[src/sv/gvs_pkg.sv]
// Shared types and constants of the Gaussian vector smoother.
package gvs_pkg;

  localparam int SAMPLE_W  = 8;
  localparam int WEIGHT_W  = 17;
  localparam int CFG_IDX_W = 2;

  localparam logic [CFG_IDX_W-1:0] CFG_WEIGHT_CENTER = 2'd0;
  localparam logic [CFG_IDX_W-1:0] CFG_WEIGHT_NEAR   = 2'd1;
  localparam logic [CFG_IDX_W-1:0] CFG_WEIGHT_FAR    = 2'd2;

  localparam logic [WEIGHT_W-1:0] WEIGHT_CENTER_RST = 17'd65536;
  localparam logic [WEIGHT_W-1:0] WEIGHT_NEAR_RST   = 17'd2879;
  localparam logic [WEIGHT_W-1:0] WEIGHT_FAR_RST    = 17'd0;

  typedef struct packed {
    logic [SAMPLE_W-1:0] sample;
    logic                last;
  } in_t;

  typedef struct packed {
    logic [SAMPLE_W-1:0] smoothed;
    logic                end_of_sequence;
  } out_t;

  typedef enum logic [2:0] {
    ST_IDLE,
    ST_MAC,
    ST_NORM,
    ST_DIV,
    ST_OUT
  } state_t;

endpackage

[src/sv/gvs_divider.sv]
// Restoring shift-subtract divider that produces one quotient bit per cycle.
module gvs_divider import gvs_pkg::*; #(
  parameter int NUM_W = 30,
  parameter int DEN_W = 21,
  parameter int QUO_W = 8
) (
  input  logic             clk,
  input  logic             rst,
  input  logic             start,
  input  logic [NUM_W-1:0] dividend,
  input  logic [DEN_W-1:0] divisor,
  output logic             done,
  output logic [QUO_W-1:0] quotient
);

  localparam int SH_W  = DEN_W + QUO_W - 1;
  localparam int CMP_W = (NUM_W > SH_W) ? NUM_W : SH_W;
  localparam int CNT_W = (QUO_W > 1) ? $clog2(QUO_W) : 1;

  logic [NUM_W-1:0] rem;
  logic [SH_W-1:0]  dsh;
  logic [CNT_W-1:0] cnt;
  logic             busy;
  logic [CMP_W-1:0] rem_x;
  logic [CMP_W-1:0] dsh_x;
  logic [CMP_W-1:0] rem_sub;
  logic             fits;

  // The caller guarantees the quotient fits in QUO_W bits.
  assign rem_x   = CMP_W'(rem);
  assign dsh_x   = CMP_W'(dsh);
  assign fits    = rem_x >= dsh_x;
  assign rem_sub = rem_x - dsh_x;

  always_ff @(posedge clk) begin
    if (rst) begin
      busy <= 1'b0;
      done <= 1'b0;
      cnt  <= '0;
    end else begin
      done <= 1'b0;
      if (start) begin
        busy <= 1'b1;
        cnt  <= CNT_W'(QUO_W - 1);
      end else if (busy) begin
        if (cnt == '0) begin
          busy <= 1'b0;
          done <= 1'b1;
        end
        cnt <= cnt - 1'b1;
      end
    end
  end

  always_ff @(posedge clk) begin
    if (start) begin
      rem      <= dividend;
      dsh      <= {divisor, {(QUO_W-1){1'b0}}};
      quotient <= '0;
    end else if (busy) begin
      if (fits) begin
        rem <= rem_sub[NUM_W-1:0];
      end
      quotient <= {quotient[QUO_W-2:0], fits};
      dsh      <= dsh >> 1;
    end
  end

endmodule

[src/sv/gaussian_vector_smoother_top.sv]
// Top level of the Gaussian vector smoother with edge-normalized weights.
//
// This block smooths a sequence of 8-bit values with a symmetric kernel of
// KERNEL_RADIUS taps on each side, whose weights at distance 0, 1 and 2 are the
// unsigned Q16 registers weight_center, weight_near and weight_far (larger
// distances weigh zero). Each output is the weighted sum of the neighbors that
// lie inside the sequence divided by the sum of those same weights, rounded to
// nearest with halves rounded up; if all those weights are zero the output is
// the sample itself. Outputs trail the input by KERNEL_RADIUS samples, and the
// input transaction marked last releases all remaining outputs of the sequence,
// the final one flagged end_of_sequence, and starts a new sequence. The block
// works on one input transaction at a time and holds in_stall high until every
// result it causes has been taken. Each result passes through the shared
// multiply-accumulate unit, a normalize step, the bit-serial divider (one
// quotient bit per cycle, skipped when the weights sum to zero) and the
// output. An input that causes no result is taken without leaving the idle
// state. Weight registers should be written only while the block is idle.
module gaussian_vector_smoother_top import gvs_pkg::*; #(
  parameter int KERNEL_RADIUS = 2
) (
  input  logic                 clk,
  input  logic                 rst,
  input  logic                 in_valid,
  output logic                 in_stall,
  input  in_t                  in_data,
  output logic                 out_valid,
  input  logic                 out_stall,
  output out_t                 out_data,
  input  logic                 cfg_write_enable,
  input  logic [CFG_IDX_W-1:0] cfg_index,
  input  logic [WEIGHT_W-1:0]  cfg_data
);

  localparam int SPAN   = 2 * KERNEL_RADIUS;
  localparam int CW     = $clog2(SPAN + 1);
  localparam int KW     = CW + 2;
  localparam int PROD_W = WEIGHT_W + SAMPLE_W;
  localparam int DEN_W  = WEIGHT_W + $clog2(SPAN + 1);
  localparam int ACC_W  = PROD_W + $clog2(SPAN + 1) + 1;

  // Weight registers.
  logic [WEIGHT_W-1:0] weight_center;
  logic [WEIGHT_W-1:0] weight_near;
  logic [WEIGHT_W-1:0] weight_far;

  // Sequence history: the SPAN samples before the current one, newest first,
  // and how many of them belong to the current sequence.
  logic [SAMPLE_W-1:0] recent [SPAN];
  logic [CW-1:0]       seen;

  // Working copy of the window for the transaction under way; entry SPAN holds
  // the newest sample.
  logic [SAMPLE_W-1:0] win [SPAN+1];
  logic                last_q;
  logic [CW-1:0]       lo_q;
  logic [CW-1:0]       pos;
  logic [CW-1:0]       tap;
  logic [ACC_W-1:0]    num;
  logic [DEN_W-1:0]    den;
  logic [SAMPLE_W-1:0] center;
  logic [SAMPLE_W-1:0] result;

  state_t state;
  state_t state_next;

  logic in_accept;
  logic has_out;
  logic [CW-1:0] lo_in;
  logic [CW-1:0] pos_start;
  logic [CW-1:0] hi;
  logic pos_is_hi;

  logic signed [KW-1:0] k_s;
  logic                 k_in;
  logic [CW-1:0]        tap_dist;
  logic [WEIGHT_W-1:0]  w_sel;
  logic [WEIGHT_W-1:0]  w_k;
  logic [SAMPLE_W-1:0]  sample_k;
  logic [PROD_W-1:0]    prod;

  logic               div_start;
  logic               div_done;
  logic [SAMPLE_W-1:0] div_quotient;
  logic [ACC_W-1:0]   dividend;

  assign in_accept = in_valid && !in_stall;

  // The first output position of a transaction is the later of the kernel
  // radius and the oldest sample of the sequence still in the window. A last
  // sample always produces at least one output.
  assign lo_in     = CW'(SPAN) - seen;
  assign pos_start = (lo_in > CW'(KERNEL_RADIUS)) ? lo_in : CW'(KERNEL_RADIUS);
  assign has_out   = in_data.last || (seen >= CW'(KERNEL_RADIUS));
  assign hi        = last_q ? CW'(SPAN) : CW'(KERNEL_RADIUS);
  assign pos_is_hi = pos == hi;

  // Shared multiply-accumulate unit: one kernel tap per cycle.
  assign k_s = $signed({2'b00, pos}) + $signed({2'b00, tap}) - $signed(KW'(KERNEL_RADIUS));
  assign k_in = (k_s >= $signed({2'b00, lo_q})) && (k_s <= $signed(KW'(SPAN)));
  assign tap_dist = (tap >= CW'(KERNEL_RADIUS)) ? (tap - CW'(KERNEL_RADIUS))
                                                : (CW'(KERNEL_RADIUS) - tap);

  always_comb begin
    if (tap_dist == CW'(0)) begin
      w_sel = weight_center;
    end else if (tap_dist == CW'(1)) begin
      w_sel = weight_near;
    end else if (tap_dist == CW'(2)) begin
      w_sel = weight_far;
    end else begin
      w_sel = '0;
    end
  end

  assign sample_k = k_in ? win[k_s[CW-1:0]] : '0;
  assign w_k      = k_in ? w_sel : '0;
  assign prod     = PROD_W'(w_k) * PROD_W'(sample_k);

  // Rounding to nearest adds half the divisor before the division.
  assign dividend = num + ACC_W'(den >> 1);

  gvs_divider #(
    .NUM_W (ACC_W),
    .DEN_W (DEN_W),
    .QUO_W (SAMPLE_W)
  ) u_gvs_divider (
    .clk      (clk),
    .rst      (rst),
    .start    (div_start),
    .dividend (dividend),
    .divisor  (den),
    .done     (div_done),
    .quotient (div_quotient)
  );

  // Next-state logic of the sequencer.
  always_comb begin
    state_next = state;
    case (state)
      ST_IDLE: begin
        if (in_accept && has_out) begin
          state_next = ST_MAC;
        end
      end
      ST_MAC: begin
        if (tap == CW'(SPAN)) begin
          state_next = ST_NORM;
        end
      end
      ST_NORM: begin
        state_next = (den == '0) ? ST_OUT : ST_DIV;
      end
      ST_DIV: begin
        if (div_done) begin
          state_next = ST_OUT;
        end
      end
      ST_OUT: begin
        if (!out_stall) begin
          state_next = pos_is_hi ? ST_IDLE : ST_MAC;
        end
      end
      default: state_next = ST_IDLE;
    endcase
  end

  // Sequencer outputs.
  always_comb begin
    in_stall  = 1'b1;
    out_valid = 1'b0;
    div_start = 1'b0;
    case (state)
      ST_IDLE: in_stall  = 1'b0;
      ST_NORM: div_start = den != '0;
      ST_OUT:  out_valid = 1'b1;
      default: ;
    endcase
  end

  assign out_data.smoothed        = result;
  assign out_data.end_of_sequence = last_q && (pos == CW'(SPAN));

  // Control state, weights and sequence history.
  always_ff @(posedge clk) begin
    if (rst) begin
      state         <= ST_IDLE;
      seen          <= '0;
      weight_center <= WEIGHT_CENTER_RST;
      weight_near   <= WEIGHT_NEAR_RST;
      weight_far    <= WEIGHT_FAR_RST;
      for (int i = 0; i < SPAN; i++) begin
        recent[i] <= '0;
      end
    end else begin
      state <= state_next;
      if (cfg_write_enable) begin
        case (cfg_index)
          CFG_WEIGHT_CENTER: weight_center <= cfg_data;
          CFG_WEIGHT_NEAR:   weight_near   <= cfg_data;
          CFG_WEIGHT_FAR:    weight_far    <= cfg_data;
          default: ;
        endcase
      end
      if (in_accept) begin
        if (in_data.last) begin
          seen <= '0;
          for (int i = 0; i < SPAN; i++) begin
            recent[i] <= '0;
          end
        end else begin
          seen      <= (seen == CW'(SPAN)) ? seen : seen + 1'b1;
          recent[0] <= in_data.sample;
          for (int i = 1; i < SPAN; i++) begin
            recent[i] <= recent[i-1];
          end
        end
      end
    end
  end

  // Datapath registers.
  always_ff @(posedge clk) begin
    case (state)
      ST_IDLE: begin
        if (in_accept) begin
          win[SPAN] <= in_data.sample;
          for (int j = 0; j < SPAN; j++) begin
            win[j] <= recent[SPAN-1-j];
          end
          last_q <= in_data.last;
          lo_q   <= lo_in;
          pos    <= pos_start;
          tap    <= '0;
          num    <= '0;
          den    <= '0;
        end
      end
      ST_MAC: begin
        num <= num + ACC_W'(prod);
        den <= den + DEN_W'(w_k);
        tap <= tap + 1'b1;
        if (tap == CW'(KERNEL_RADIUS)) begin
          center <= sample_k;
        end
      end
      ST_NORM: begin
        if (den == '0) begin
          result <= center;
        end
      end
      ST_DIV: begin
        if (div_done) begin
          result <= div_quotient;
        end
      end
      ST_OUT: begin
        if (!out_stall && !pos_is_hi) begin
          pos <= pos + 1'b1;
          tap <= '0;
          num <= '0;
          den <= '0;
        end
      end
      default: ;
    endcase
  end

endmodule

[config.mk]
export PLATFORM = sky130hd
export DESIGN_NAME = gaussian_vector_smoother_top
export DESIGN_NICKNAME = d
export VERILOG_FILES = /design/src/sv/gvs_pkg.sv /design/src/sv/gvs_divider.sv /design/src/sv/gaussian_vector_smoother_top.sv
export SDC_FILE = /design/constraint.sdc
export NUM_CORES = 1
export LEC_CHECK = 0
export ABC_CLOCK_PERIOD_IN_PS = 8600
export BUFFER_PORTS_ARGS = -buffer_cell sky130_fd_sc_hd__buf_2
export CORE_MARGIN = 3
export CORE_UTILIZATION = 64
export DETAILED_ROUTE_END_ITERATION = 7
export HOLD_SLACK_MARGIN = 0.08
export PLACE_DENSITY = 0.83
export SLEW_MARGIN = 20
export SYNTH_ARGS = -nofsm -noshare
export SYNTH_HDL_FRONTEND = slang
export SYNTH_HIERARCHICAL = 1
export SYNTH_SLANG_ARGS = --single-unit
export TNS_END_PERCENT = 50
[constraint.sdc]
create_clock -name clk -period 8.6 [get_ports clk]
set_input_delay 0.43 -clock clk [delete_from_list [all_inputs] [get_ports clk]]
set_output_delay 0.43 -clock clk [all_outputs]
set_load 0.01 [all_outputs]
==> impl_metrics.tcl <==
set metrics [dict create \
    nFillCells 2221 \
    io_buffers 43 \
    drcViolationCount 0 \
    grt.overflow.total 0 \
    grt_pass1_vias 15714 \
    wire_per_inst_um 19.1 \
    cts.htree.levels 1 \
    syn_avg_cell_area_um2 9.41 \
    maxSlewViolCount 0 \
    dr.pass1.iters 5 \
    n_antenna_cell 0 \
    cts_resized 0 \
    finalNetCount 2454 \
    postLayoutCoreUtil 0.711 \
    yosysMostFrequentCell "inv_1" \
    critPathCaptureType "flop" \
    synth_warnings 6 \
    drtIter0Drc 1362 \
    critPathLaunchType "flop" \
    dieArea_mm2 0.0338 \
    worst-path-max-fanout 14 \
    initial_core_util 0.656 \
    synth_ff_type "edfxtp_1" \
    clockBufferDepth 3 \
    drive_gt1_frac 0.0820 \
    synth-async-reset-ratio 0 \
    track_usage 0.294 \
    die_w_um 184 \
    period_needed_ns 8.01 \
    maxSlewHeadroom 0.351 \
    crit_slowest_cell "fa_1" \
    root_buffer "clkbuf_16" \
    synth_enable_flop_cells 188 \
    dieHeight_um 184 \
    syn-num-nets 2433 \
    peakVddDrop_v 0.000232 \
    std_cell_rows 64 \
    cts_sinks 273 \
    cts_hold_repair.buffers 11 \
    yosysTopAreaCell "edfxtp_1" \
    antenna_left 0 \
    total_power_mw 5.14 \
    finalSetupTns_ns 0 \
    synth_seq_area_share 0.363 \
    globalplace.congestion 0.962 \
    hp-start "cfg_data[2]" \
    dr_total_vias 15767 \
    grt_max_degree 89 \
    setup_viol 0 \
    worst-setup-path-type "reg2reg" \
    slowest_delay_ns 0.55 \
    tightest_slew_ns 0.949 \
    clk_pin_slew_ns 0.06 \
    drv_cap 0 \
    dp_hpwl_um 37200 \
    core_area_mm2 0.0308 \
    finalCritPeriodShare 0.931 \
    viasPerCell 6.09 \
    synth.top_cells.by_area "edfxtp_1 (28%), fa_1 (12%), dfxtp_1 (8.4%), ha_1 (8.3%), inv_1 (5.2%)" \
    rsz0062_at_grt "no" \
    post_cts_buffers 0 \
    cp_data_required_time_ns 8.89 \
    antenna_found_initial 1 \
    ys_ff_latch 273 \
    syn_area_mm2 0.0202 \
    cp-startpoint "tap[1]$_SDFFCE_PP0P_" \
    skew_ns 0.0265 \
    clock.fmax_ghz 0.125 \
    yosysTopAreaCellShare 0.279 \
    syn_inst 2149 \
    r2r_start "tap[1]$_SDFFCE_PP0P_" \
    ys_types 84 \
    drt-total-wl_um 49500 \
    synth_common_cells "inv_1 (281), nand2_1 (216), nor2_1 (208), edfxtp_1 (188), a21oi_1 (140)" \
    ioPinCount 44 \
    cellPowerDensity_mw_per_mm2 234 \
    grt_pass1_wl_um 80200 \
    clk_latency_ns 0.58 \
    hold_viol 0 \
    p_leak_nw 9.53 \
    area_growth_syn_to_layout_pct 8.45 \
    numCtsBuffers 30 \
    status "complete, no violations" \
    arrival_ns 8.30 \
    crit_path_frequent_cell "inv_1" \
    hold_path.class "in2reg" \
    cts_tree "built" \
]
-- worst paths after layout --
path                                  to  slack, ns  cells past startpoint
min          weight_near[2]$_SDFFE_PP1P_       0.11                      2
max                num[20]$_SDFFCE_PP0P_       0.59                     27
min reg2reg          win[0][0]$_DFFE_PP_       0.42                      0
max reg2reg        num[20]$_SDFFCE_PP0P_       0.59                     27
-- power by group --
part	internal, mW	leakage [nW]	switching, mW
registers	1.61	2.55	0.130
clock network	0.814	0.522	0.548
logic	0.755	6.45	1.28
total	3.18	9.53	1.96
-- stage by stage --
step | instances | setup WS [ns] | hold WS [ns] | instance area, um2
final | 2590 | 0.590 | 0.108 | 21900
after global routing | 2590 | 0.225 | 0.114 | 21900
after CTS | 2590 | 0.621 | 0.0909 | 21900
after detailed placement | 2523 | 0.800 | 0.406 | 20800
after global placement | 2523 | 1.07 | 0.401 | 20800
after floorplan | 2149 | 1.57 | 0.400 | 20200
-- cell families after synthesis --
family                     after synthesis  share of synthesized area
and+or+nand+nor                        687                      0.159
adders and majority gates              251                      0.199
muxes                                   47                     0.0291
buffers and inverters                  371                     0.0703
xor gates and xnor gates                70                     0.0303
DFF                                    273                      0.363
AOI/OAI and AO/OA                      450                      0.150
-- flip-flops by register name, indices dropped and copies added, names as in the netlist, 8 cells and up --
| signal | cells |
|---|---|
| recent | 32 |
| result | 8 |
| center | 8 |
| u_gvs_divider/dsh | 27 |
| weight_far | 17 |
| u_gvs_divider/rem | 29 |
| u_gvs_divider/quotient | 8 |
| win | 40 |
| weight_near | 17 |
| den | 20 |
| weight_center | 17 |
| num | 29 |
-- routing by layer --
layer | part of all wire | global-route usage | up-vias
li1 | - | - | 7403
met1 | 0.42 | 0.386 | 7678
met2 | 0.49 | 0.515 | 566
met3 | 0.059 | 0.0374 | 118
met4 | 0.032 | 0.0847 | 2
met5 | 0.00032 | 0 | -
-- cells in the final DEF, fill, tap and decap left out, types with 40 or more instances in the layout --
cell type	n
xnor2_1	44
buf_2	43
edfxtp_1	188
o21ai_0	72
nand2_1	216
nand2b_1	40
a21o_1	46
dfxtp_1	85
nand3_1	42
fa_1	117
inv_1	280
nor2_1	207
and2_1	48
ha_1	134
a21oi_1	140
-- worst max-delay path: cells and delay by family (launching register included) --
family          cells  cell delay, ns
compound gates      8            2.04
flops               1            0.42
simple gates        3            0.69
buf+inv             7            0.88
fa+ha+maj           9            3.66
-- final cells by class --
cell class                 count  area, um2  area share
multi-input combinational   1505      11500       0.523
sequential                   273       7350       0.335
tap                          396        495      0.0226
clock inverter                13        174     0.00793
timing repair buffer          75        483      0.0220
inverter                     285       1070      0.0488
clock buffer                  43        891      0.0406
Power figures use the tool's default switching activity.
